--- config.mk ---
export PLATFORM = sky130hd
export DESIGN_NAME = ogb_front_flat
export DESIGN_NICKNAME = d
export VERILOG_FILES = /design/src/design/ogb_pkg.sv /design/src/design/ogb_if.sv /design/src/design/ogb_div.sv /design/src/design/ogb_front.sv /design/src/flat_wrapper.sv
export SDC_FILE = /design/constraint.sdc
export NUM_CORES = 1
export LEC_CHECK = 0
export BUFFER_PORTS_ARGS = -buffer_cell sky130_fd_sc_hd__buf_2
export CORE_MARGIN = 2
export CORE_UTILIZATION = 45
export CTS_BUF_LIST = sky130_fd_sc_hd__clkbuf_2
export DETAILED_ROUTE_END_ITERATION = 16
export PLACE_DENSITY = 0.67
export SLEW_MARGIN = 20
export SYNTH_ARGS = -nofsm -noshare
export SYNTH_HDL_FRONTEND = slang
export SYNTH_SLANG_ARGS = --single-unit
export TNS_END_PERCENT = 100
--- constraint.sdc ---
create_clock -name i_clk -period 10.8 [get_ports i_clk]
set_input_delay 2.7 -clock i_clk [delete_from_list [all_inputs] [get_ports i_clk]]
set_output_delay 2.7 -clock i_clk [all_outputs]
set_load 0.02 [all_outputs]
--- src/design/ogb_pkg.sv ---
// Shared types, codes and constants of the occupancy grid binning block.
package ogb_pkg;

    localparam int COORD_W        = 21;
    localparam int CS_W           = 16;
    localparam int THR_W          = 8;
    localparam int IDX_W          = 8;
    localparam int VAL_W          = 8;
    localparam int MAX_ADDR_W     = 24;
    localparam int APB_AW         = 5;
    localparam int APB_DW         = 32;

    localparam int GRID_COLS_DEF  = 256;
    localparam int GRID_ROWS_DEF  = 256;
    localparam int COUNT_BITS_DEF = 8;

    typedef enum logic [1:0] {
        OP_ADD    = 2'd0,
        OP_THRESH = 2'd1,
        OP_READ   = 2'd2,
        OP_CLEAR  = 2'd3
    } t_op;

    typedef enum logic [1:0] {
        ST_DONE   = 2'd0,
        ST_HEIGHT = 2'd1,
        ST_BOX    = 2'd2,
        ST_GRID   = 2'd3
    } t_status;

    typedef enum logic [2:0] {
        K_DONE   = 3'd0,
        K_ADD    = 3'd1,
        K_READ   = 3'd2,
        K_THRESH = 3'd3,
        K_CLEAR  = 3'd4
    } t_kind;

    typedef enum logic [2:0] {
        REG_BOX_MIN_X  = 3'd0,
        REG_BOX_MIN_Y  = 3'd1,
        REG_BOX_MAX_X  = 3'd2,
        REG_BOX_MAX_Y  = 3'd3,
        REG_CELL_SIZE  = 3'd4,
        REG_THRESHOLD  = 3'd5,
        REG_HEIGHT_MIN = 3'd6,
        REG_HEIGHT_MAX = 3'd7
    } t_reg;

    typedef struct packed {
        logic signed [COORD_W-1:0] box_min_x;
        logic signed [COORD_W-1:0] box_min_y;
        logic signed [COORD_W-1:0] box_max_x;
        logic signed [COORD_W-1:0] box_max_y;
        logic        [CS_W-1:0]    cell_size;
        logic        [THR_W-1:0]   hit_threshold;
        logic signed [COORD_W-1:0] height_min;
        logic signed [COORD_W-1:0] height_max;
    } t_cfg;

    typedef struct packed {
        t_kind                 kind;
        t_status               status;
        logic [IDX_W-1:0]      col;
        logic [IDX_W-1:0]      row;
        logic [MAX_ADDR_W-1:0] addr;
    } t_cmd;

    typedef struct packed {
        logic full;
        logic empty;
    } t_fifo_stat;

endpackage

--- src/design/ogb_if.sv ---
// Point and result channel interfaces of the occupancy grid binning block.
interface ogb_in_if;
    logic                                 valid;
    logic                                 ready;
    logic [1:0]                           opcode;
    logic signed [ogb_pkg::COORD_W-1:0]   point_x;
    logic signed [ogb_pkg::COORD_W-1:0]   point_y;
    logic signed [ogb_pkg::COORD_W-1:0]   point_z;
    logic [ogb_pkg::IDX_W-1:0]            query_col;
    logic [ogb_pkg::IDX_W-1:0]            query_row;

    modport source (output valid, opcode, point_x, point_y, point_z, query_col, query_row,
                    input ready);
    modport sink   (input valid, opcode, point_x, point_y, point_z, query_col, query_row,
                    output ready);
endinterface


--- src/design/ogb_div.sv ---
// Restoring divider, one quotient bit per cycle.
module ogb_div (
    input  logic                            i_clk,
    input  logic                            i_rst_n,
    input  logic                            i_start,
    input  logic [ogb_pkg::COORD_W-1:0]     i_dividend,
    input  logic [ogb_pkg::CS_W-1:0]        i_divisor,
    output logic                            o_done,
    output logic [ogb_pkg::COORD_W-1:0]     o_quot,
    output logic [ogb_pkg::CS_W-1:0]        o_rem
);
    localparam int CNT_W = $clog2(ogb_pkg::COORD_W);

    logic                          r_busy, r_done;
    logic [CNT_W-1:0]              r_cnt;
    logic [ogb_pkg::COORD_W-1:0]   r_quot;
    logic [ogb_pkg::CS_W-1:0]      r_rem, r_div;
    logic [ogb_pkg::CS_W:0]        n_shift;
    logic                          n_bit;

    always_comb begin
        n_shift = {r_rem, r_quot[ogb_pkg::COORD_W-1]};
        n_bit   = n_shift >= {1'b0, r_div};
    end

    always_ff @(posedge i_clk) begin
        if (!i_rst_n) begin
            r_busy <= 1'b0;
            r_done <= 1'b0;
            r_cnt  <= '0;
        end else begin
            r_done <= 1'b0;
            if (i_start) begin
                r_busy <= 1'b1;
                r_cnt  <= '0;
                r_quot <= i_dividend;
                r_rem  <= '0;
                r_div  <= i_divisor;
            end else if (r_busy) begin
                r_quot <= {r_quot[ogb_pkg::COORD_W-2:0], n_bit};
                r_rem  <= n_bit ? ogb_pkg::CS_W'(n_shift - {1'b0, r_div})
                                : n_shift[ogb_pkg::CS_W-1:0];
                r_cnt  <= r_cnt + 1'b1;
                if (r_cnt == CNT_W'(ogb_pkg::COORD_W - 1)) begin
                    r_busy <= 1'b0;
                    r_done <= 1'b1;
                end
            end
        end
    end

    assign o_done = r_done;
    assign o_quot = r_quot;
    assign o_rem  = r_rem;
endmodule

--- src/design/ogb_front.sv ---
// Front end: accepts items, checks the height band and box, finds the cell.
module ogb_front #(
    parameter int GRID_COLS = ogb_pkg::GRID_COLS_DEF,
    parameter int GRID_ROWS = ogb_pkg::GRID_ROWS_DEF
) (
    input  logic                i_clk,
    input  logic                i_rst_n,
    input  ogb_pkg::t_cfg       i_cfg,
    input  logic                i_hold,
    ogb_in_if.sink              i_pts,
    input  ogb_pkg::t_fifo_stat i_fifo,
    output logic                o_push,
    output ogb_pkg::t_cmd       o_cmd
);
    localparam int COL_W = $clog2(GRID_COLS);
    localparam int ROW_W = $clog2(GRID_ROWS);
    localparam int AW    = ogb_pkg::MAX_ADDR_W;
    localparam int CW    = ogb_pkg::COORD_W;

    typedef enum logic [2:0] {
        F_IDLE = 3'b001,
        F_DIV  = 3'b010,
        F_PUSH = 3'b100
    } t_fstate;

    t_fstate                r_state;
    ogb_pkg::t_cmd          r_cmd, n_acc_cmd, n_div_cmd;
    logic                   r_eqx, r_eqy;
    logic                   accept, start_div, height_bad, box_bad, beyond_x, beyond_y;
    logic signed [CW:0]     dx, dy, ex, ey;
    logic [ogb_pkg::CS_W-1:0] cs;
    logic                   done_x, done_y;
    logic [CW-1:0]          quot_x, quot_y;
    logic [ogb_pkg::CS_W-1:0] rem_x, rem_y;

    assign i_pts.ready = (r_state == F_IDLE) && !i_hold;
    assign accept      = i_pts.valid && i_pts.ready;
    assign cs          = (i_cfg.cell_size == '0) ? ogb_pkg::CS_W'(1) : i_cfg.cell_size;

    always_comb begin
        dx = {i_pts.point_x[CW-1], i_pts.point_x} - {i_cfg.box_min_x[CW-1], i_cfg.box_min_x};
        dy = {i_pts.point_y[CW-1], i_pts.point_y} - {i_cfg.box_min_y[CW-1], i_cfg.box_min_y};
        ex = {i_cfg.box_max_x[CW-1], i_cfg.box_max_x} - {i_cfg.box_min_x[CW-1], i_cfg.box_min_x};
        ey = {i_cfg.box_max_y[CW-1], i_cfg.box_max_y} - {i_cfg.box_min_y[CW-1], i_cfg.box_min_y};
        height_bad = (i_pts.point_z < i_cfg.height_min) || (i_pts.point_z > i_cfg.height_max);
        box_bad    = (i_pts.point_x < i_cfg.box_min_x) || (i_pts.point_x > i_cfg.box_max_x) ||
                     (i_pts.point_y < i_cfg.box_min_y) || (i_pts.point_y > i_cfg.box_max_y);
        start_div  = 1'b0;
        n_acc_cmd  = '{kind: ogb_pkg::K_DONE, status: ogb_pkg::ST_DONE,
                       col: '0, row: '0, addr: '0};
        unique case (ogb_pkg::t_op'(i_pts.opcode))
            ogb_pkg::OP_ADD: begin
                if (height_bad) begin
                    n_acc_cmd.status = ogb_pkg::ST_HEIGHT;
                end else if (box_bad) begin
                    n_acc_cmd.status = ogb_pkg::ST_BOX;
                end else begin
                    start_div = accept;
                end
            end
            ogb_pkg::OP_THRESH: n_acc_cmd.kind = ogb_pkg::K_THRESH;
            ogb_pkg::OP_READ: begin
                n_acc_cmd.col  = i_pts.query_col;
                n_acc_cmd.row  = i_pts.query_row;
                n_acc_cmd.addr = AW'(i_pts.query_col) * AW'(GRID_ROWS) + AW'(i_pts.query_row);
                if ((32'(i_pts.query_col) >= GRID_COLS) ||
                    (32'(i_pts.query_row) >= GRID_ROWS)) begin
                    n_acc_cmd.status = ogb_pkg::ST_GRID;
                end else begin
                    n_acc_cmd.kind = ogb_pkg::K_READ;
                end
            end
            ogb_pkg::OP_CLEAR: n_acc_cmd.kind = ogb_pkg::K_CLEAR;
            default: n_acc_cmd.kind = ogb_pkg::K_DONE;
        endcase
    end

    // A cell index can only reach the span when the point sits on the top edge
    // and the extent is a whole number of cells.
    always_comb begin
        beyond_x  = (r_eqx && rem_x == '0) || (quot_x >= CW'(GRID_COLS));
        beyond_y  = (r_eqy && rem_y == '0) || (quot_y >= CW'(GRID_ROWS));
        n_div_cmd = '{kind: ogb_pkg::K_ADD, status: ogb_pkg::ST_DONE,
                      col: quot_x[ogb_pkg::IDX_W-1:0], row: quot_y[ogb_pkg::IDX_W-1:0],
                      addr: AW'(quot_x[COL_W-1:0]) * AW'(GRID_ROWS) + AW'(quot_y[ROW_W-1:0])};
        if (beyond_x || beyond_y) begin
            n_div_cmd = '{kind: ogb_pkg::K_DONE, status: ogb_pkg::ST_GRID,
                          col: '0, row: '0, addr: '0};
        end
    end

    ogb_div u_div_x (
        .i_clk(i_clk), .i_rst_n(i_rst_n), .i_start(start_div),
        .i_dividend(dx[CW-1:0]), .i_divisor(cs),
        .o_done(done_x), .o_quot(quot_x), .o_rem(rem_x)
    );

    ogb_div u_div_y (
        .i_clk(i_clk), .i_rst_n(i_rst_n), .i_start(start_div),
        .i_dividend(dy[CW-1:0]), .i_divisor(cs),
        .o_done(done_y), .o_quot(quot_y), .o_rem(rem_y)
    );

    always_ff @(posedge i_clk) begin
        if (!i_rst_n) begin
            r_state <= F_IDLE;
        end else begin
            unique case (r_state)
                F_IDLE: begin
                    if (accept) begin
                        r_cmd   <= n_acc_cmd;
                        r_eqx   <= dx == ex;
                        r_eqy   <= dy == ey;
                        r_state <= start_div ? F_DIV : F_PUSH;
                    end
                end
                F_DIV: begin
                    if (done_x && done_y) begin
                        r_cmd   <= n_div_cmd;
                        r_state <= F_PUSH;
                    end
                end
                F_PUSH: begin
                    if (!i_fifo.full) r_state <= F_IDLE;
                end
                default: r_state <= F_IDLE;
            endcase
        end
    end

    assign o_push = (r_state == F_PUSH) && !i_fifo.full;
    assign o_cmd  = r_cmd;
endmodule

--- src/flat_wrapper.sv ---
// flat-port wrapper written by rule: the top's interface ports become plain ports
module ogb_front_flat 
#(
    parameter int GRID_COLS = ogb_pkg::GRID_COLS_DEF,
    parameter int GRID_ROWS = ogb_pkg::GRID_ROWS_DEF
)
  (i_clk, i_rst_n, i_cfg, i_hold, i_fifo, o_push, o_cmd, i_pts_valid, i_pts_opcode, i_pts_point_x, i_pts_point_y, i_pts_point_z, i_pts_query_col, i_pts_query_row, i_pts_ready);
  ogb_in_if i_pts_i ();
  input  logic i_clk;
  input  logic i_rst_n;
  input  ogb_pkg::t_cfg i_cfg;
  input  logic i_hold;
  input  ogb_pkg::t_fifo_stat i_fifo;
  output logic o_push;
  output ogb_pkg::t_cmd o_cmd;
  input wire logic [$bits(i_pts_i.valid)-1:0] i_pts_valid;
  input wire logic [$bits(i_pts_i.opcode)-1:0] i_pts_opcode;
  input wire logic [$bits(i_pts_i.point_x)-1:0] i_pts_point_x;
  input wire logic [$bits(i_pts_i.point_y)-1:0] i_pts_point_y;
  input wire logic [$bits(i_pts_i.point_z)-1:0] i_pts_point_z;
  input wire logic [$bits(i_pts_i.query_col)-1:0] i_pts_query_col;
  input wire logic [$bits(i_pts_i.query_row)-1:0] i_pts_query_row;
  output wire logic [$bits(i_pts_i.ready)-1:0] i_pts_ready;
  assign i_pts_i.valid = i_pts_valid;
  assign i_pts_i.opcode = i_pts_opcode;
  assign i_pts_i.point_x = i_pts_point_x;
  assign i_pts_i.point_y = i_pts_point_y;
  assign i_pts_i.point_z = i_pts_point_z;
  assign i_pts_i.query_col = i_pts_query_col;
  assign i_pts_i.query_row = i_pts_query_row;
  assign i_pts_ready = i_pts_i.ready;
  ogb_front #(.GRID_COLS(GRID_COLS), .GRID_ROWS(GRID_ROWS)) u_core (.i_clk(i_clk), .i_rst_n(i_rst_n), .i_cfg(i_cfg), .i_hold(i_hold), .i_pts(i_pts_i), .i_fifo(i_fifo), .o_push(o_push), .o_cmd(o_cmd));
endmodule
==> impl_metrics.csv, run 1 <==
group,metric,value,unit
status,status,"complete, no violations",
placed_design,dp_hpwl,29.93,mm
worst_setup_path,worstPathMaxFanout,57,
global_routing,grt-ovfl-total,0,
sta,grt_setup_unrepaired,"no",
floorplan,fp.dieH,180.4,um
detailed_routing,wl_per_cell,15.95,um
detailed_routing,routed.top_layer,"met5",
clocking,cts_buffer_depth,2,
detailed_routing,vias,12050,
detailed_routing,vias_per_cell,5.358,
floorplan,top_level_ports,284,
logic_synthesis,syn_avg_cell_area,8.751,um^2
pwr,p_leak,7.642,nW
clocking,htree_levels,4,
sta,relSlewSlack,0.3079,
clocking,root_buffer,"clkbuf_2",
layout,instances_no_fill,2249,
sta,finalSetupViolations,0,
clocking,cts_tree,"done",
clocking,worstSkewPairLatency,720,ps
global_routing,grt_first_pass_wirelength,58.77,mm
worst_setup_path,r2r_slack,6820,ps
global_routing,grt_pass1_vias,12070,
sta,fin_crit_sh,0.6320,
sta,period_minus_slack,6826,ps
clocking,cts_sinks,130,
placed_design,routabilityCongestion,0.8935,
logic_synthesis,syn_inst,1601,
detailed_routing,drc_errors,0,
logic_synthesis,yosysWarnings,0,
floorplan,design.core.area,30590,um^2
layout,layout-drive-gt1-share,0.1853,
logic_synthesis,synth_area_leaders,"edfxtp_1, ha_1, xnor2_1",
sta,fin_tns_setup,0,ps
clocking,cts_setup_buffers,0,
sta,hold_violations,0,
pwr,power_density,83.64,nW/um^2
logic_synthesis,synth_edf_count,113,
detailed_routing,dr_wl_met2,17.23,mm
worst_setup_path,startpoint_type,"input port",
sta,tightestPinTransition,1038,ps
worst_setup_path,endpoint_kind,"register",
logic_synthesis,synth.distinct_cells,83,
sta,fin_skew,40.78,ps
clocking,clk_pin_slew_worst_paths,200,ps
detailed_routing,dr.pass1.iters,5,
worst_setup_path,crit_type,"in -> reg",
flow_run,drv_cap,0,
logic_synthesis,yosysMostFrequentCell,"ha_1",
floorplan,die_x,180.4,um
logic_synthesis,syn_area,14010,um^2
logic_synthesis,ys_async_sr_fraction,0,
layout,final_nets,2281,
clocking,post_cts_resized,0,
detailed_routing,ant_nets,0,
detailed_routing,wl_met3,1.411,mm
worst_setup_path,rr_worst_depth,12,
logic_synthesis,yosysTopAreaCell,"edfxtp_1",
logic_synthesis,synth_top_area_frac,0.2422,
sta,fmax,146.5,MHz
worst_setup_path,required,11210,ps
floorplan,rows,64,
placed_design,placed_cells,2210,
global_routing,grt_max_degree,58,
placed_design,io_buffer_count,266,
detailed_routing,drt-total-wl,35.88,mm
min_path,holdPathStages,2,
floorplan,fp.dieArea,32560,um^2
logic_synthesis,yosysSeqAreaShare,0.2665,
global_routing,antenna_found_initial,9,
pwr,report.power.total,1.321,mW
detailed_routing,m1WireLength,16.41,mm
logic_synthesis,ys_ff_latch,130,
worst_setup_path,cp_data_arrival_time,7240,ps
logic_synthesis,synth.top_cells.by_count,"ha_1, inv_1, nand2_1",
detailed_routing,drtIter0Drc,609,
global_routing,grt_usage,0.2195,
clocking,numCtsBuffers,17,
sta,slew_viol_final,0,
clocking,cts_hold_buf,0,
layout,synthToLayoutAreaGrowth,12.71,%
min_path,hold_path_class,"reg -> reg",
pwr,vdd_drop_max,0.04503,mV
floorplan,initial_utilization,0.4580,
logic_synthesis,ys.flop_type,"edfxtp_1",
[routing by layer]
metal  GRT usage  vias to the layer above
met4     0.06290                        4
met3     0.03638                       46
met5           0                        -
li1            -                     6195
met1      0.2833                     5551
met2      0.3779                      255
[stage by stage]
stage                     utilization  hold slack [ps]  area [um^2]  setup WS [ps]
after floorplan                     -            479.0        14040           3353
after global placement         0.5091            493.3        15570           3216
after detailed placement       0.5091            499.4        15570           3165
after CTS                      0.5156            516.0        15770           3977
after global routing           0.5160            552.5        15790           3894
final                          0.5162            517.1        15790           3974
[cells in the final DEF (no fill, tap or decap), drive strengths merged, types with 17 or more instances in the layout]
cell type	instances
a21o	55
a21oi	101
a22o	17
buf	272
clkbuf	18
dfxtp	17
edfxtp	113
ha	205
inv	194
mux2i	28
nand2	145
nand3	21
nand4	37
nor2	95
nor2b	28
nor3	28
nor4	27
o21ai	58
xnor2	90
xor2	40
[report_power, final]
group	switching, mW	leakage [nW]	internal [mW]
Clock	0.206	0.119	0.0640
Sequential	0.00208	1.15	0.544
Combinational	0.274	6.37	0.231
Total	0.482	7.64	0.839
[critical path, cell delays in order]
cell and delay (ps):
buf_2 120, inv_1 50, ha_1 280, nor2b_1 140
o21a_1 160, o21a_1 160, o21ai_0 520, nand4_1 170
o311ai_1 590, nand4b_1 350, or4_4 930, a21boi_4 650
buf_4 400
[registers in the layout (all words and copies together), names as in the netlist]
register,count
u_core.o_cmd,21
u_core.r_eqx,1
u_core.r_eqy,1
u_core.r_state,3
u_core.u_div_x.o_done,1
u_core.u_div_x.o_quot,21
u_core.u_div_x.o_rem,16
u_core.u_div_x.r_busy,1
u_core.u_div_x.r_cnt,5
u_core.u_div_x.r_div,16
u_core.u_div_y.o_done,1
u_core.u_div_y.o_quot,21
u_core.u_div_y.o_rem,16
u_core.u_div_y.r_busy,1
u_core.u_div_y.r_cnt,5
[kinds of logic (layout without fill, tap and decap cells)]
family / after synthesis / after routing / share of synthesized area
other cells: 1 / 15 / 0.0002677
mux: 42 / 42 / 0.03474
simple gates: 464 / 464 / 0.1646
compound gates: 362 / 362 / 0.1756
buf+inv: 256 / 494 / 0.07725
fa+ha+maj: 211 / 211 / 0.1917
flops: 130 / 130 / 0.2665
xor+xnor: 135 / 135 / 0.08940
[cell type report]
cell class | instances | area [um^2]
clock buffers | 18 | 90.09
fillers | 2931 | 14800
inverters | 190 | 713.2
diodes | 7 | 17.52
repair buffers | 272 | 1376
multi-input cells | 1222 | 9255
flip-flops and latches | 130 | 3734
clock inverters | 14 | 108.9
well taps | 396 | 495.5
[path summary, 6_finish.rpt]
kind / start / endpoint
max: i_cfg[67] / u_core.u_div_y.o_quot[5]$_DFFE_PP_
min reg2reg: u_core.u_div_y.r_cnt[4]$_SDFFE_PP0P_ / u_core.u_div_y.o_done$_SDFF_PP0_
min: u_core.u_div_y.r_cnt[4]$_SDFFE_PP0P_ / u_core.u_div_y.o_done$_SDFF_PP0_
max reg2reg: u_core.u_div_x.r_div[1]$_SDFFCE_PN0P_ / u_core.u_div_x.o_rem[3]$_SDFFCE_PN0P_
Power figures use the tool's default switching activity.
==> inputs of run 2 (changes only) <==
--- a/config.mk
+++ b/config.mk
@@ -10,7 +10,7 @@
 export CORE_UTILIZATION = 45
 export CTS_BUF_LIST = sky130_fd_sc_hd__clkbuf_2
 export DETAILED_ROUTE_END_ITERATION = 16
-export PLACE_DENSITY = 0.67
+export PLACE_DENSITY = 0.7
 export SLEW_MARGIN = 20
 export SYNTH_ARGS = -nofsm -noshare
 export SYNTH_HDL_FRONTEND = slang
==> constraint.sdc (replaced) <==
create_clock -name i_clk -period 5.55 [get_ports i_clk]
set_input_delay 1.3875 -clock i_clk [delete_from_list [all_inputs] [get_ports i_clk]]
set_output_delay 1.3875 -clock i_clk [all_outputs]
set_load 0.02 [all_outputs]
==> impl_metrics.csv, run 2 (synthesis results as in run 1) <==
group,metric,value,unit
clocking,cts_setup_buffers,0,
pwr,pwr-share-seq,0.407,
worst_setup_path,endpoint_kind,"register",
detailed_routing,wl_per_cell,15.75,um
layout,final_nets,2286,
floorplan,top_level_ports,284,
layout,layout_common_cells,"buf_2, ha_1, inv_1",
detailed_routing,drtIter0Drc,706,
placed_design,io_buffer_count,266,
clocking,clk_pin_slew_worst_paths,240,ps
layout,multi_input_area,9255,um^2
worst_setup_path,cp_data_arrival_time,5140,ps
pwr,power_density,164.8,nW/um^2
worst_setup_path,required,6000,ps
layout,layout-drive-gt1-share,0.1869,
detailed_routing,drc_errors,0,
pwr,vdd_drop_max,0.1021,mV
detailed_routing,drt-total-wl,35.46,mm
clocking,post_cts_resized,0,
placed_design,placed_cells,2215,
clocking,cts_tree,"done",
sta,finalSetupViolations,0,
status,status,"complete, no violations",
sta,slew_viol_final,0,
clocking,root_buffer,"clkbuf_2",
layout,register_area,3734,um^2
global_routing,grt_max_degree,51,
min_path,hold_path_class,"reg -> reg",
pwr,swShare,0.3687,
global_routing,grt_usage,0.2114,
sta,hold_violations,0,
pwr,p_clk_frac,0.218,
sta,fmax,213.5,MHz
sta,grt_setup_unrepaired,"no",
pwr,p_int,1.651,mW
layout,synthToLayoutAreaGrowth,13.29,%
sta,tightestPinTransition,1049,ps
global_routing,antenna_found_initial,5,
layout,layout_commonest_cell,"buf_2",
worst_setup_path,worstPathMaxFanout,5,
clocking,cts_sinks,130,
pwr,report.power.total,2.615,mW
sta,fin_skew,55.26,ps
clocking,htree_levels,4,
worst_setup_path,startpoint_type,"input port",
layout,num-fill-cells,2884,
floorplan,rows,64,
layout,instances_no_fill,2251,
sta,relSlewSlack,0.3008,
placed_design,routabilityCongestion,0.9018,
detailed_routing,dr.pass1.iters,5,
floorplan,die_x,180.4,um
pwr,p_leak,7.686,nW
floorplan,design.core.area,30590,um^2
clocking,cts_buffer_depth,2,
detailed_routing,ant_nets,0,
pwr,combPwrFrac,0.376,
floorplan,fp.dieH,180.4,um
global_routing,grt_first_pass_wirelength,56.87,mm
clocking,numCtsBuffers,17,
clocking,worstSkewPairLatency,720,ps
global_routing,grt_pass1_vias,11780,
floorplan,initial_utilization,0.4580,
placed_design,dp_hpwl,29.50,mm
clocking,cts_hold_buf,0,
worst_setup_path,crit_type,"in -> reg",
sta,fin_crit_sh,0.8440,
detailed_routing,vias_per_cell,5.420,
floorplan,fp.dieArea,32560,um^2
flow_run,drv_cap,0,
pwr,p_switching,0.9640,mW
global_routing,grt-ovfl-total,0,
detailed_routing,vias,12200,
sta,period_minus_slack,4684,ps
==> run 2: layout make-up <==
class,instances,area share
antenna,4,0.0006307
clock buffer,17,0.005361
clock inverter,15,0.008829
inverter,190,0.04493
multi-input combinational,1222,0.5831
sequential,130,0.2352
tap,396,0.03122
timing repair buffer,277,0.09066
==> run 2: critical path, cell delays in order <==
cell       delay, ps
buf_2            100
inv_1             90
ha_1             180
inv_1             50
fa_1             390
a21o_1           230
a221oi_2         350
o2111ai_1        170
a41o_1           340
or3b_2           480
o311ai_1         140
xnor2_1          170
nand2_1           60
or4_1            520
nor4_1           460
==> run 2: path summary, 6_finish.rpt <==
path / startpoint / endpoint / slack (ps) / depth (start not counted)
hold reg to reg: u_core.u_div_y.r_cnt[4]$_SDFFE_PP0P_ / u_core.u_div_y.o_done$_SDFF_PP0_ / 550 / 2
setup / recovery: i_pts_point_y[0] / u_core.r_eqy$_DFFE_PP_ / 870 / 15
hold / removal: u_core.u_div_y.r_cnt[4]$_SDFFE_PP0P_ / u_core.u_div_y.o_done$_SDFF_PP0_ / 550 / 2
setup reg to reg: u_core.u_div_x.r_div[1]$_SDFFCE_PN0P_ / u_core.u_div_x.o_rem[12]$_SDFFCE_PN0P_ / 1470 / 12
==> run 2: per-stage QoR <==
stage               hold WS (ps)    util  worst slack, ps  area [um^2]  setup TNS (ps)
floorplan                  479.0       -           -584.2        14040          -43230
global placement           498.9  0.5112            203.1        15640               0
detailed placement         509.2  0.5112            164.2        15640               0
CTS                        555.5  0.5185            947.2        15860               0
global route               568.1  0.5187            735.7        15870               0
finish                     547.5  0.5189            866.1        15870               0
==> run 2: power groups by stage <==
stage               combinational (mW)  sequential (mW)  clock [mW]
floorplan                        0.710             1.09           0
CTS                              0.980             1.06       0.583
global route                      1.10             1.06       0.624
global placement                 0.954             1.08           0
finish                           0.982             1.06       0.569
detailed placement               0.973             1.08           0
==> run 2: routing by layer <==
metal | part of all wire | vias up | wire length, um | global-route usage
met5 | 0.00076 | - | 27 | 0
met4 | 0.016 | 4 | 570 | 0.04516
met3 | 0.045 | 43 | 1605 | 0.03678
met2 | 0.48 | 280 | 17010 | 0.3672
met1 | 0.46 | 5669 | 16260 | 0.2750
li1 | - | 6205 | - | -
