[config.mk]
export PLATFORM = sky130hd
export DESIGN_NAME = ogb_fifo
export DESIGN_NICKNAME = d
export VERILOG_FILES = /design/src/design/ogb_pkg.sv /design/src/design/ogb_fifo.sv
export SDC_FILE = /design/constraint.sdc
export NUM_CORES = 1
export LEC_CHECK = 0
export BUFFER_PORTS_ARGS = -buffer_cell sky130_fd_sc_hd__buf_2
export CORE_AREA = 2 2 83 85
export CTS_BUF_LIST = sky130_fd_sc_hd__clkbuf_8
export DETAILED_ROUTE_END_ITERATION = 16
export DIE_AREA = 0 0 85 87
export GPL_TIMING_DRIVEN = 0
export MAX_ROUTING_LAYER = met4
export PLACE_DENSITY_LB_ADDON = 0.12
export SYNTH_ARGS = -nofsm -noshare
export SYNTH_HDL_FRONTEND = slang
export SYNTH_SLANG_ARGS = --single-unit
export TNS_END_PERCENT = 20
[constraint.sdc]
create_clock -name i_clk -period 4.4 [get_ports i_clk]
set_input_delay 0.88 -clock i_clk [delete_from_list [all_inputs] [get_ports i_clk]]
set_output_delay 0.88 -clock i_clk [all_outputs]
set_load 0.02 [all_outputs]
[src/design/ogb_pkg.sv]
// Shared types, codes and constants of the occupancy grid binning block.
package ogb_pkg;

    localparam int COORD_W        = 21;
    localparam int CS_W           = 16;
    localparam int THR_W          = 8;
    localparam int IDX_W          = 8;
    localparam int VAL_W          = 8;
    localparam int MAX_ADDR_W     = 24;
    localparam int APB_AW         = 5;
    localparam int APB_DW         = 32;

    localparam int GRID_COLS_DEF  = 256;
    localparam int GRID_ROWS_DEF  = 256;
    localparam int COUNT_BITS_DEF = 8;

    typedef enum logic [1:0] {
        OP_ADD    = 2'd0,
        OP_THRESH = 2'd1,
        OP_READ   = 2'd2,
        OP_CLEAR  = 2'd3
    } t_op;

    typedef enum logic [1:0] {
        ST_DONE   = 2'd0,
        ST_HEIGHT = 2'd1,
        ST_BOX    = 2'd2,
        ST_GRID   = 2'd3
    } t_status;

    typedef enum logic [2:0] {
        K_DONE   = 3'd0,
        K_ADD    = 3'd1,
        K_READ   = 3'd2,
        K_THRESH = 3'd3,
        K_CLEAR  = 3'd4
    } t_kind;

    typedef enum logic [2:0] {
        REG_BOX_MIN_X  = 3'd0,
        REG_BOX_MIN_Y  = 3'd1,
        REG_BOX_MAX_X  = 3'd2,
        REG_BOX_MAX_Y  = 3'd3,
        REG_CELL_SIZE  = 3'd4,
        REG_THRESHOLD  = 3'd5,
        REG_HEIGHT_MIN = 3'd6,
        REG_HEIGHT_MAX = 3'd7
    } t_reg;

    typedef struct packed {
        logic signed [COORD_W-1:0] box_min_x;
        logic signed [COORD_W-1:0] box_min_y;
        logic signed [COORD_W-1:0] box_max_x;
        logic signed [COORD_W-1:0] box_max_y;
        logic        [CS_W-1:0]    cell_size;
        logic        [THR_W-1:0]   hit_threshold;
        logic signed [COORD_W-1:0] height_min;
        logic signed [COORD_W-1:0] height_max;
    } t_cfg;

    typedef struct packed {
        t_kind                 kind;
        t_status               status;
        logic [IDX_W-1:0]      col;
        logic [IDX_W-1:0]      row;
        logic [MAX_ADDR_W-1:0] addr;
    } t_cmd;

    typedef struct packed {
        logic full;
        logic empty;
    } t_fifo_stat;

endpackage

[src/design/ogb_fifo.sv]
// Two-entry command queue between the front end and the grid engine.
module ogb_fifo (
    input  logic                i_clk,
    input  logic                i_rst_n,
    input  logic                i_push,
    input  ogb_pkg::t_cmd       i_cmd,
    input  logic                i_pop,
    output ogb_pkg::t_cmd       o_cmd,
    output ogb_pkg::t_fifo_stat o_stat
);
    ogb_pkg::t_cmd r_mem [2];
    logic          r_wp, r_rp;
    logic [1:0]    r_cnt;

    always_ff @(posedge i_clk) begin
        if (!i_rst_n) begin
            r_wp  <= 1'b0;
            r_rp  <= 1'b0;
            r_cnt <= '0;
        end else begin
            if (i_push) begin
                r_mem[r_wp] <= i_cmd;
                r_wp        <= ~r_wp;
            end
            if (i_pop) r_rp <= ~r_rp;
            r_cnt <= r_cnt + 2'(i_push) - 2'(i_pop);
        end
    end

    assign o_cmd        = r_mem[r_rp];
    assign o_stat.full  = r_cnt == 2'd2;
    assign o_stat.empty = r_cnt == 2'd0;
endmodule

==> flow_results.xml, run 1 <==
<?xml version="1.0" encoding="UTF-8"?>
<metrics>
  <group name="global_routing">
    <metric name="via_count_of_the_first_global_routing_pass" unit="">1763</metric>
    <metric name="grt-ovfl-total" unit="">0</metric>
    <metric name="grt_pass1_wl" unit="µm">8220</metric>
    <metric name="global_route.usage.total" unit="">0.156</metric>
    <metric name="antenna_violations_before_repair" unit="">0</metric>
    <metric name="maximum_number_of_pins_on_one_net_before_global_route_repair" unit="">29</metric>
  </group>
  <group name="synth">
    <metric name="synthDistinctLibCells" unit="">15</metric>
    <metric name="synth_largest_area_cell" unit="">edfxtp_1</metric>
    <metric name="synth.area.mux_share" unit="">0.179</metric>
    <metric name="netlist.area_leader.share" unit="">0.735</metric>
    <metric name="synth.yosys.seq_area_share" unit="">0.762</metric>
    <metric name="yosys.area_share.simple" unit="">0.0150</metric>
    <metric name="yosysWarningCount" unit="">0</metric>
    <metric name="mapped_cells" unit="">162</metric>
    <metric name="avgSynthCellArea" unit="µm²">22.7</metric>
    <metric name="netlist_top_cells_area" unit="">edfxtp_1 (73%), mux2_4 (16%), dfxtp_1 (2.7%)</metric>
    <metric name="synth-compound-area-share" unit="">0</metric>
    <metric name="parity_gate_share_of_the_synthesized_area_counting_xor_and_xnor_cells" unit="">0.0109</metric>
    <metric name="adder_and_majority_gate_portion_of_the_synthesized_area" unit="">0.00680</metric>
    <metric name="postSynthRegisterBits" unit="">95</metric>
    <metric name="synth_net_count" unit="">213</metric>
    <metric name="synthesis.area" unit="mm²">0.00368</metric>
    <metric name="main_combinational_cell_family_by_area_after_synthesis" unit="">multiplexers</metric>
  </group>
  <group name="final_layout">
    <metric name="area_growth" unit="%">22.1</metric>
    <metric name="stdcell_count" unit="">355</metric>
    <metric name="fin_nets" unit="">321</metric>
    <metric name="total_inserted_antenna_cells" unit="">0</metric>
    <metric name="mostFrequentLayoutCell" unit="">buf_2</metric>
    <metric name="layout_common_cells" unit="">buf_2 (95), edfxtp_1 (90), mux2_4 (40), clkbuf_8 (9), buf_12 (6)</metric>
    <metric name="nFillCells" unit="">465</metric>
    <metric name="drive_gt1_frac" unit="">0.593</metric>
  </group>
  <group name="route">
    <metric name="viasPerCell" unit="">4.98</metric>
    <metric name="dr_total_vias" unit="">1769</metric>
    <metric name="totalWireLength" unit="µm">5380</metric>
    <metric name="drcViolationCount" unit="">0</metric>
    <metric name="firstDrtPassIters" unit="">4</metric>
    <metric name="detail_route.wl_per_cell" unit="µm">15.2</metric>
    <metric name="antenna_left" unit="">0</metric>
    <metric name="detailed_route_iter0_violations" unit="">66</metric>
  </group>
  <group name="clocking">
    <metric name="ctsHoldBuffers" unit="">0</metric>
    <metric name="clk_path_buf_depth" unit="">2</metric>
    <metric name="cts_setup_buffers" unit="">0</metric>
    <metric name="ctsResizeCount" unit="">0</metric>
    <metric name="clk_pin_slew" unit="ns">0.08</metric>
    <metric name="cts_htree_levels" unit="">3</metric>
    <metric name="clock_insertion_delay_worst_skew" unit="ns">0.34</metric>
    <metric name="clock_tree.root_cell" unit="">clkbuf_8</metric>
    <metric name="cts_tree" unit="">yes</metric>
    <metric name="tritoncts.num_buffers" unit="">9</metric>
    <metric name="cts_num_sinks" unit="">95</metric>
  </group>
  <group name="worst_setup_path">
    <metric name="required" unit="ns">3.52</metric>
    <metric name="kind_of_critical_path" unit="">flip-flop to output port</metric>
    <metric name="start_kind" unit="">flip-flop</metric>
    <metric name="setup.worst_path.end_class" unit="">output port</metric>
    <metric name="max_stage_delay" unit="ns">0.33</metric>
    <metric name="slowest_stage" unit="">dfxtp_1</metric>
    <metric name="worstPathCellList" unit="">buf_6 &gt; buf_12 &gt; mux2_4 &gt; buf_2</metric>
    <metric name="cp_max_fo" unit="">10</metric>
    <metric name="critical_path_arrival" unit="ns">1.49</metric>
  </group>
  <group name="floorplan">
    <metric name="die_area" unit="mm²">0.00740</metric>
    <metric name="floorplan.initialDensity" unit="">0.560</metric>
    <metric name="core_area" unit="mm²">0.00657</metric>
    <metric name="die_h" unit="µm">87</metric>
    <metric name="die-width" unit="µm">85</metric>
    <metric name="io_pins" unit="">96</metric>
    <metric name="fp-row-count" unit="">30</metric>
  </group>
  <group name="sta">
    <metric name="timing_worst_slew_pin_value" unit="ns">0.591</metric>
    <metric name="final_min_period_over_clock_period" unit="">0.539</metric>
    <metric name="final_hold_viol_count" unit="">0</metric>
    <metric name="maxClockFrequency" unit="MHz">422</metric>
    <metric name="fin_ws" unit="ns">2.03</metric>
    <metric name="hold_slack" unit="ns">0.580</metric>
    <metric name="fin_worst_skew" unit="ns">0.00510</metric>
    <metric name="timing.final.setup_violations" unit="">0</metric>
    <metric name="timing.final.crit_period" unit="ns">2.37</metric>
    <metric name="rsz0062_at_grt" unit="">no</metric>
    <metric name="maxSlewHeadroom" unit="">0.605</metric>
    <metric name="timing_max_transition_violations_final" unit="">0</metric>
  </group>
  <group name="run_status">
    <metric name="outcome" unit="">completed</metric>
  </group>
  <group name="power">
    <metric name="power_report.internal_total" unit="W">0.00142</metric>
    <metric name="vdd.ir_drop.worst" unit="mV">0.291</metric>
    <metric name="power_frac_clock" unit="">0.291</metric>
    <metric name="pwr_density_cell" unit="mW/mm²">414</metric>
    <metric name="power.total" unit="W">0.00186</metric>
    <metric name="sequentialPowerShare" unit="">0.562</metric>
    <metric name="sw_frac_of_total" unit="">0.233</metric>
    <metric name="power.static_leakage" unit="nW">1.78</metric>
    <metric name="p_comb_frac" unit="">0.147</metric>
    <metric name="net-switching-power" unit="W">0.000434</metric>
  </group>
  <group name="placed_design">
    <metric name="numPlacedInstances" unit="">339</metric>
    <metric name="dp_worst_setup_slack" unit="ns">2.20</metric>
    <metric name="numPortBuffers" unit="">95</metric>
    <metric name="routabilityCongestion" unit="">0.681</metric>
    <metric name="hpwlAfterDp" unit="µm">3540</metric>
  </group>
  <group name="flow_run">
    <metric name="maxcap_viol_count" unit="">0</metric>
  </group>
  <group name="min_path">
    <metric name="hold_class" unit="">flip-flop to flip-flop</metric>
  </group>
</metrics>
-- synth_stat cells --
cell      instances
edfxtp_1         90
mux2_4           40
dfxtp_1           5
mux2_2            5
and2_1            4
buf_12            4
ha_1              2
inv_1             2
nor2_1            2
nor2b_1           2
xor2_1            2
and3_1            1
buf_6             1
nand2_1           1
xnor3_1           1
-- flip-flops by register name, indices dropped and copies added (netlist names), named ones only --
register  flops
r_mem        90
r_cnt         2
r_rp          1
r_wp          1
-- cell type report --
type,count,area [µm²],area share
clock inverters,7,65.1,0.0145
multi-input cells,60,786,0.175
well taps,80,100,0.0223
plain buffers,5,91.3,0.0203
flip-flops and latches,95,2800,0.624
repair buffers,97,515,0.115
inverters,2,7.51,0.00167
clock buffers,9,124,0.0276
-- stage by stage --
step                area [µm²]   util  TNS (ns)
floorplan                 3680      -         0
global placement          4250  0.648     -2.85
detailed placement        4300  0.655         0
CTS                       4490  0.684         0
global route              4490  0.684         0
finish                    4490  0.684         0
-- power groups by stage --
stage / logic (W) / clock network (W) / registers [W]
final: 0.000273 / 0.000541 / 0.00104
after global routing: 0.000291 / 0.000586 / 0.00105
after CTS: 0.000277 / 0.000555 / 0.00104
after detailed placement: 0.000276 / 0 / 0.00107
after global placement: 0.000268 / 0 / 0.00107
after floorplan: 0.000191 / 0 / 0.00106
-- worst paths after layout --
path                            startpoint           end  slack, ns  cells past startpoint
worst max-delay path             flip-flop     o_cmd[34]       2.03                      4
worst min-delay path                  r_rp     flip-flop       0.58                      2
worst max register to register        r_wp  r_mem[1][10]       2.84                      2
worst min register to register        r_rp     flip-flop       0.58                      2
-- layer usage --
layer / vias to the layer above / wire (µm) / GRT usage
li1: 840 / - / -
met1: 855 / 2240 / 0.186
met2: 65 / 2780 / 0.248
met3: 9 / 297 / 0.0474
met4: 0 / 72 / 0.0649
met5: - / 0 / -
-- cell families after synthesis --
| logic type | Yosys count |
|---|---|
| xor gates and xnor gates | 3 |
| buffers and inverters | 7 |
| muxes | 45 |
| adders and majority gates | 2 |
| DFF | 95 |
| and+or+nand+nor | 10 |
-- critical path, delay by kind of cell (launching register included) --
kind	cells	cell delay [ns]
DFF	1	0.33
buffers and inverters	3	0.51
muxes	1	0.31
(Power assumes the default switching activity.)
==> run 2: changes to the inputs <==
CORE_AREA = 2 2 90 92   (was 2 2 83 85)
DIE_AREA = 0 0 92 94   (was 0 0 85 87)
clock period = 1.99 ns   (was 4.4 ns; I/O delays follow)
==> run 2 against run 1 <==
  * Sequential power up 120%
  * Cell count up 6.2%
  * Routed wire length up 2.9%
  * Die area up 17%
  * Cell area up 1.3%
  * Critical path type unchanged
  * Largest power group unchanged
==> flow_results.xml, run 2 (synthesis results as in run 1) <==
<?xml version="1.0" encoding="UTF-8"?>
<metrics>
  <group name="sta">
    <metric name="timing_worst_slew_pin_value" unit="ns">0.597</metric>
    <metric name="rsz0062_at_grt" unit="">no</metric>
    <metric name="final_min_period_over_clock_period" unit="">0.950</metric>
    <metric name="fin_worst_skew" unit="ns">0.00676</metric>
    <metric name="timing.final.setup_violations" unit="">0</metric>
    <metric name="timing_max_transition_violations_final" unit="">0</metric>
    <metric name="timing.final.crit_period" unit="ns">1.89</metric>
    <metric name="final_hold_viol_count" unit="">0</metric>
    <metric name="fin_ws" unit="ns">0.100</metric>
    <metric name="maxSlewHeadroom" unit="">0.602</metric>
    <metric name="maxClockFrequency" unit="MHz">529</metric>
  </group>
  <group name="placed_design">
    <metric name="routabilityCongestion" unit="">0.686</metric>
    <metric name="dp_worst_setup_slack" unit="ns">-0.119</metric>
    <metric name="hpwlAfterDp" unit="µm">3600</metric>
    <metric name="numPortBuffers" unit="">95</metric>
    <metric name="numPlacedInstances" unit="">360</metric>
  </group>
  <group name="min_path">
    <metric name="hold_class" unit="">input port to flip-flop</metric>
    <metric name="worstHoldPathCells" unit="">1</metric>
    <metric name="worst_hold_startpoint" unit="">i_cmd[42]</metric>
    <metric name="min_delay_worst_endpoint" unit="">r_mem[0][42]</metric>
  </group>
  <group name="power">
    <metric name="pwr_density_cell" unit="mW/mm²">939</metric>
    <metric name="power.static_leakage" unit="nW">1.80</metric>
    <metric name="vdd.ir_drop.worst" unit="mV">0.538</metric>
    <metric name="power.total" unit="W">0.00427</metric>
  </group>
  <group name="final_layout">
    <metric name="most_flops_register" unit="">r_mem</metric>
    <metric name="total_inserted_antenna_cells" unit="">0</metric>
    <metric name="layout_common_cells" unit="">buf_2 (95), edfxtp_1 (90), mux2_4 (40), clkbuf_8 (9), buf_12 (6)</metric>
    <metric name="stdcell_count" unit="">377</metric>
    <metric name="nFillCells" unit="">608</metric>
    <metric name="fin_nets" unit="">321</metric>
    <metric name="regs_by_ff_count" unit="">r_mem (90), r_cnt (2)</metric>
    <metric name="largest_register_ff_count" unit="">90</metric>
    <metric name="mostFrequentLayoutCell" unit="">buf_2</metric>
    <metric name="area_growth" unit="%">23.7</metric>
    <metric name="drive_gt1_frac" unit="">0.596</metric>
  </group>
  <group name="worst_setup_path">
    <metric name="worstPathCellList" unit="">buf_6 &gt; buf_12 &gt; mux2_4 &gt; buf_2</metric>
    <metric name="required" unit="ns">1.59</metric>
    <metric name="regToRegStartpoint" unit="">r_wp</metric>
    <metric name="rr_worst_depth" unit="">2</metric>
    <metric name="start_kind" unit="">flip-flop</metric>
    <metric name="crit_buf_inv" unit="">3</metric>
    <metric name="cp_max_fo" unit="">10</metric>
    <metric name="critical_path_arrival" unit="ns">1.49</metric>
    <metric name="rrSetupSlack" unit="ns">0.40</metric>
    <metric name="setup.worst_path.end_class" unit="">output port</metric>
    <metric name="kind_of_critical_path" unit="">flip-flop to output port</metric>
    <metric name="timing.critical_path.max_delay_family" unit="">buffers and inverters</metric>
    <metric name="worst_r2r_endpoint" unit="">r_mem[1][16]</metric>
    <metric name="max_stage_delay" unit="ns">0.33</metric>
    <metric name="slowest_stage" unit="">dfxtp_1</metric>
  </group>
  <group name="floorplan">
    <metric name="fp-row-count" unit="">32</metric>
    <metric name="floorplan.initialDensity" unit="">0.484</metric>
    <metric name="die_h" unit="µm">94</metric>
    <metric name="die-width" unit="µm">92</metric>
    <metric name="core_area" unit="mm²">0.00761</metric>
    <metric name="io_pins" unit="">96</metric>
    <metric name="die_area" unit="mm²">0.00865</metric>
  </group>
  <group name="global_routing">
    <metric name="grt_pass1_wl" unit="µm">8560</metric>
    <metric name="via_count_of_the_first_global_routing_pass" unit="">1788</metric>
    <metric name="global_route.usage.total" unit="">0.139</metric>
    <metric name="grt-ovfl-total" unit="">0</metric>
    <metric name="antenna_violations_before_repair" unit="">0</metric>
    <metric name="maximum_number_of_pins_on_one_net_before_global_route_repair" unit="">46</metric>
  </group>
  <group name="route">
    <metric name="firstDrtPassIters" unit="">4</metric>
    <metric name="detail_route.wl_per_cell" unit="µm">14.7</metric>
    <metric name="totalWireLength" unit="µm">5540</metric>
    <metric name="viasPerCell" unit="">4.68</metric>
    <metric name="detailed_route_iter0_violations" unit="">33</metric>
    <metric name="dr_total_vias" unit="">1764</metric>
    <metric name="drcViolationCount" unit="">0</metric>
    <metric name="antenna_left" unit="">0</metric>
  </group>
  <group name="clocking">
    <metric name="tritoncts.num_buffers" unit="">9</metric>
    <metric name="cts_num_sinks" unit="">95</metric>
    <metric name="clk_pin_slew" unit="ns">0.09</metric>
    <metric name="cts_setup_buffers" unit="">0</metric>
    <metric name="cts_htree_levels" unit="">3</metric>
    <metric name="ctsResizeCount" unit="">0</metric>
    <metric name="clk_path_buf_depth" unit="">2</metric>
    <metric name="ctsHoldBuffers" unit="">0</metric>
    <metric name="cts_tree" unit="">yes</metric>
    <metric name="clock_tree.root_cell" unit="">clkbuf_8</metric>
    <metric name="clock_insertion_delay_worst_skew" unit="ns">0.35</metric>
  </group>
  <group name="flow_run">
    <metric name="maxcap_viol_count" unit="">0</metric>
  </group>
  <group name="run_status">
    <metric name="outcome" unit="">completed</metric>
  </group>
</metrics>
run 2: layer usage:
metal  track usage  wire (µm)  up-vias
met3        0.0361        333        9
met5             -          0        -
met2         0.230       2830       59
li1              -          -      842
met1         0.156       2270      854
met4        0.0746        110        0
run 2: worst max path at each step:
| stage | endpoint | depth (start not counted) | slack (ns) |
|---|---|---|---|
| after floorplan | r_mem[1][0] | 1 | 0.05 |
| after global placement | r_mem[1][5] | 2 | -0.73 |
| after detailed placement | r_mem[0][6] | 3 | -0.12 |
| after CTS | o_cmd[43] | 4 | 0.08 |
| after global routing | o_cmd[43] | 4 | 0.04 |
| final | o_cmd[43] | 4 | 0.10 |
run 2: area by class of cell:
cell class / count / area (µm²) / area share
timing repair buffer: 97 / 515 / 0.113
clock buffer: 9 / 124 / 0.0272
clock inverter: 7 / 96.3 / 0.0212
tap: 102 / 128 / 0.0280
inverter: 2 / 7.51 / 0.00165
buffer: 5 / 91.3 / 0.0201
multi-input combinational: 60 / 786 / 0.173
sequential: 95 / 2800 / 0.616
run 2: worst register-to-register path: stages, from the launching register on:
cell and delay, ns:
dfxtp_1 0.42, and3_2 0.61, buf_12 0.26
run 2: power breakdown:
group	internal [W]	leakage, nW	switching [W]
combinational	0.000300	0.825	0.000306
sequential	0.00228	0.868	0.0000274
clock	0.000712	0.108	0.000648
total	0.00329	1.80	0.000981
run 2: per-stage QoR:
step | area (µm²) | util | setup TNS (ns) | hold WS [ns]
floorplan | 3690 | - | 0 | 0.497
global placement | 4290 | 0.564 | -37.43 | 0.568
detailed placement | 4310 | 0.567 | -5.28 | 0.569
CTS | 4530 | 0.596 | 0 | 0.209
global route | 4550 | 0.598 | 0 | 0.202
finish | 4550 | 0.598 | 0 | 0.227
==> run 3: changes to the inputs <==
CORE_AREA = 2 2 92 94   (was 2 2 90 92)
CTS_BUF_LIST = default   (was sky130_fd_sc_hd__clkbuf_8)
DIE_AREA = 0 0 94 96   (was 0 0 92 94)
==> run 3 against run 2 <==
  * Clock skew grew 0.0012 ns
  * Non-clock buffer count is the same
  * Clock-buffer cell count grew 1
  * Clock power decreased by 13%
  * Sequential cell count stayed put
  * Cell area shrank 0.47%
  * Combinational power up 0.7%
  * Sequential power about the same
  * Cell count up 0.80%
  * Via count is 0.17% lower
  * Fmax about the same
  * Total power is 3.8% lower
  * Largest cell class unchanged
  * Largest power group unchanged
==> flow_results.xml, run 3 (synthesis results as in run 1) <==
<?xml version="1.0" encoding="UTF-8"?>
<metrics>
  <group name="final_layout">
    <metric name="layout_common_cells" unit="">buf_2 (95), edfxtp_1 (90), mux2_4 (40), clkbuf_8 (9)</metric>
    <metric name="final_core_utilization" unit="">0.563</metric>
    <metric name="total_inserted_antenna_cells" unit="">0</metric>
    <metric name="mostFrequentLayoutCell" unit="">buf_2</metric>
    <metric name="stdcell_count" unit="">380</metric>
    <metric name="drive_gt1_frac" unit="">0.593</metric>
    <metric name="fin_nets" unit="">321</metric>
    <metric name="largest_register_ff_count" unit="">90</metric>
    <metric name="most_flops_register" unit="">r_mem</metric>
    <metric name="area_growth" unit="%">23.1</metric>
    <metric name="regs_by_ff_count" unit="">r_mem (90), r_cnt (2)</metric>
  </group>
  <group name="min_path">
    <metric name="min_delay_worst_endpoint" unit="">r_mem[0][19]</metric>
    <metric name="hold_class" unit="">input port to flip-flop</metric>
    <metric name="worstHoldPathCells" unit="">1</metric>
    <metric name="worst_hold_startpoint" unit="">i_cmd[19]</metric>
  </group>
  <group name="sta">
    <metric name="fin_ws" unit="ns">0.0985</metric>
    <metric name="timing_worst_slew_pin_value" unit="ns">0.805</metric>
    <metric name="maxSlewHeadroom" unit="">0.462</metric>
    <metric name="hold_slack" unit="ns">0.233</metric>
    <metric name="timing_max_transition_violations_final" unit="">0</metric>
    <metric name="rsz0062_at_grt" unit="">no</metric>
    <metric name="fin_worst_skew" unit="ns">0.00798</metric>
    <metric name="finalSetupTns" unit="ns">0</metric>
    <metric name="timing.final.setup_violations" unit="">0</metric>
    <metric name="timing.final.crit_period" unit="ns">1.89</metric>
    <metric name="final_min_period_over_clock_period" unit="">0.951</metric>
    <metric name="maxClockFrequency" unit="MHz">529</metric>
    <metric name="final_hold_viol_count" unit="">0</metric>
  </group>
  <group name="worst_setup_path">
    <metric name="rr_worst_depth" unit="">2</metric>
    <metric name="kind_of_critical_path" unit="">flip-flop to output port</metric>
    <metric name="worst_r2r_endpoint" unit="">r_mem[0][31]</metric>
    <metric name="start_kind" unit="">flip-flop</metric>
    <metric name="slowest_stage" unit="">dfxtp_1</metric>
    <metric name="required" unit="ns">1.59</metric>
    <metric name="max_stage_delay" unit="ns">0.33</metric>
    <metric name="rrSetupSlack" unit="ns">0.42</metric>
    <metric name="cp_max_fo" unit="">10</metric>
    <metric name="critical_path_arrival" unit="ns">1.49</metric>
    <metric name="setup.worst_path.end_class" unit="">output port</metric>
    <metric name="regToRegStartpoint" unit="">r_wp</metric>
    <metric name="worstPathCellList" unit="">buf_6 &gt; buf_12 &gt; mux2_4 &gt; buf_2</metric>
  </group>
  <group name="clocking">
    <metric name="clk_path_buf_depth" unit="">2</metric>
    <metric name="ctsResizeCount" unit="">0</metric>
    <metric name="cts_setup_buffers" unit="">0</metric>
    <metric name="ctsHoldBuffers" unit="">0</metric>
    <metric name="clock_insertion_delay_worst_skew" unit="ns">0.34</metric>
    <metric name="tritoncts.num_buffers" unit="">9</metric>
    <metric name="cts_tree" unit="">yes</metric>
    <metric name="clk_pin_slew" unit="ns">0.09</metric>
    <metric name="cts_htree_levels" unit="">3</metric>
    <metric name="cts_num_sinks" unit="">95</metric>
    <metric name="clock_tree.root_cell" unit="">clkbuf_8</metric>
  </group>
  <group name="placed_design">
    <metric name="routabilityCongestion" unit="">0.627</metric>
    <metric name="hpwlAfterDp" unit="µm">3640</metric>
    <metric name="numPortBuffers" unit="">95</metric>
    <metric name="numPlacedInstances" unit="">363</metric>
    <metric name="dp_worst_setup_slack" unit="ns">-0.107</metric>
  </group>
  <group name="global_routing">
    <metric name="via_count_of_the_first_global_routing_pass" unit="">1718</metric>
    <metric name="grt-ovfl-total" unit="">0</metric>
    <metric name="antenna_violations_before_repair" unit="">0</metric>
    <metric name="global_route.usage.total" unit="">0.131</metric>
    <metric name="maximum_number_of_pins_on_one_net_before_global_route_repair" unit="">46</metric>
    <metric name="grt_pass1_wl" unit="µm">8310</metric>
  </group>
  <group name="floorplan">
    <metric name="io_pins" unit="">96</metric>
    <metric name="die_h" unit="µm">96</metric>
    <metric name="die-width" unit="µm">94</metric>
    <metric name="die_area" unit="mm²">0.00902</metric>
    <metric name="floorplan.initialDensity" unit="">0.457</metric>
    <metric name="core_area" unit="mm²">0.00805</metric>
    <metric name="fp-row-count" unit="">33</metric>
  </group>
  <group name="route">
    <metric name="totalWireLength" unit="µm">5570</metric>
    <metric name="viasPerCell" unit="">4.63</metric>
    <metric name="drcViolationCount" unit="">0</metric>
    <metric name="antenna_left" unit="">0</metric>
    <metric name="firstDrtPassIters" unit="">4</metric>
    <metric name="detail_route.wl_per_cell" unit="µm">14.6</metric>
    <metric name="detailed_route_iter0_violations" unit="">41</metric>
    <metric name="dr_total_vias" unit="">1761</metric>
  </group>
  <group name="flow_run">
    <metric name="maxcap_viol_count" unit="">0</metric>
  </group>
  <group name="power">
    <metric name="power.static_leakage" unit="nW">1.79</metric>
    <metric name="vdd.ir_drop.worst" unit="mV">0.485</metric>
    <metric name="pwr_density_cell" unit="mW/mm²">907</metric>
  </group>
  <group name="run_status">
    <metric name="outcome" unit="">completed</metric>
  </group>
</metrics>
run 3: cell type report:
| cell class | instances | area (µm²) |
|---|---|---|
| Clock inverter | 6 | 60.1 |
| Multi-Input combinational cell | 60 | 786 |
| Tap cell | 105 | 131 |
| Clock buffer | 10 | 128 |
| Fill cell | 655 | 3520 |
| Sequential cell | 95 | 2800 |
| Buffer | 5 | 91.3 |
| Inverter | 2 | 7.51 |
| Timing Repair Buffer | 97 | 523 |
run 3: worst max-delay path: cells and delay by family (launching register included):
family	cells	cell delay, ns
muxes	1	0.30
buffers and inverters	3	0.51
DFF	1	0.33
run 3: metal layers:
layer	up-vias	wire, µm	GRT usage
met5	-	0	-
li1	843	-	-
met1	855	2300	0.145
met4	0	66	0.0616
met2	57	2860	0.217
met3	6	338	0.0439
run 3: how the worst max path moves through the flow:
stage / from / to / slack, ns / cells after the start
2_1_floorplan: r_wp / r_mem[1][0] / 0.05 / 1
3_3_place_gp: i_rst_n / r_mem[1][7] / -0.74 / 2
3_5_place_dp: i_rst_n / r_mem[0][7] / -0.11 / 3
4_1_cts: flip-flop / o_cmd[33] / 0.07 / 4
5_1_grt: flip-flop / o_cmd[41] / 0.003 / 4
6_report: flip-flop / o_cmd[41] / 0.1 / 4
run 3: power by group:
group	switching (W)	internal, W
clock network	0.000615	0.000577
logic	0.000308	0.000302
registers	0.0000267	0.00228
total	0.000950	0.00316
run 3: per-stage QoR:
step                      cell area (µm²)  power (W)
after global routing                 4530    0.00430
after global placement               4290    0.00295
after detailed placement             4310    0.00297
after floorplan                      3690    0.00277
final                                4530    0.00411
after CTS                            4500    0.00416
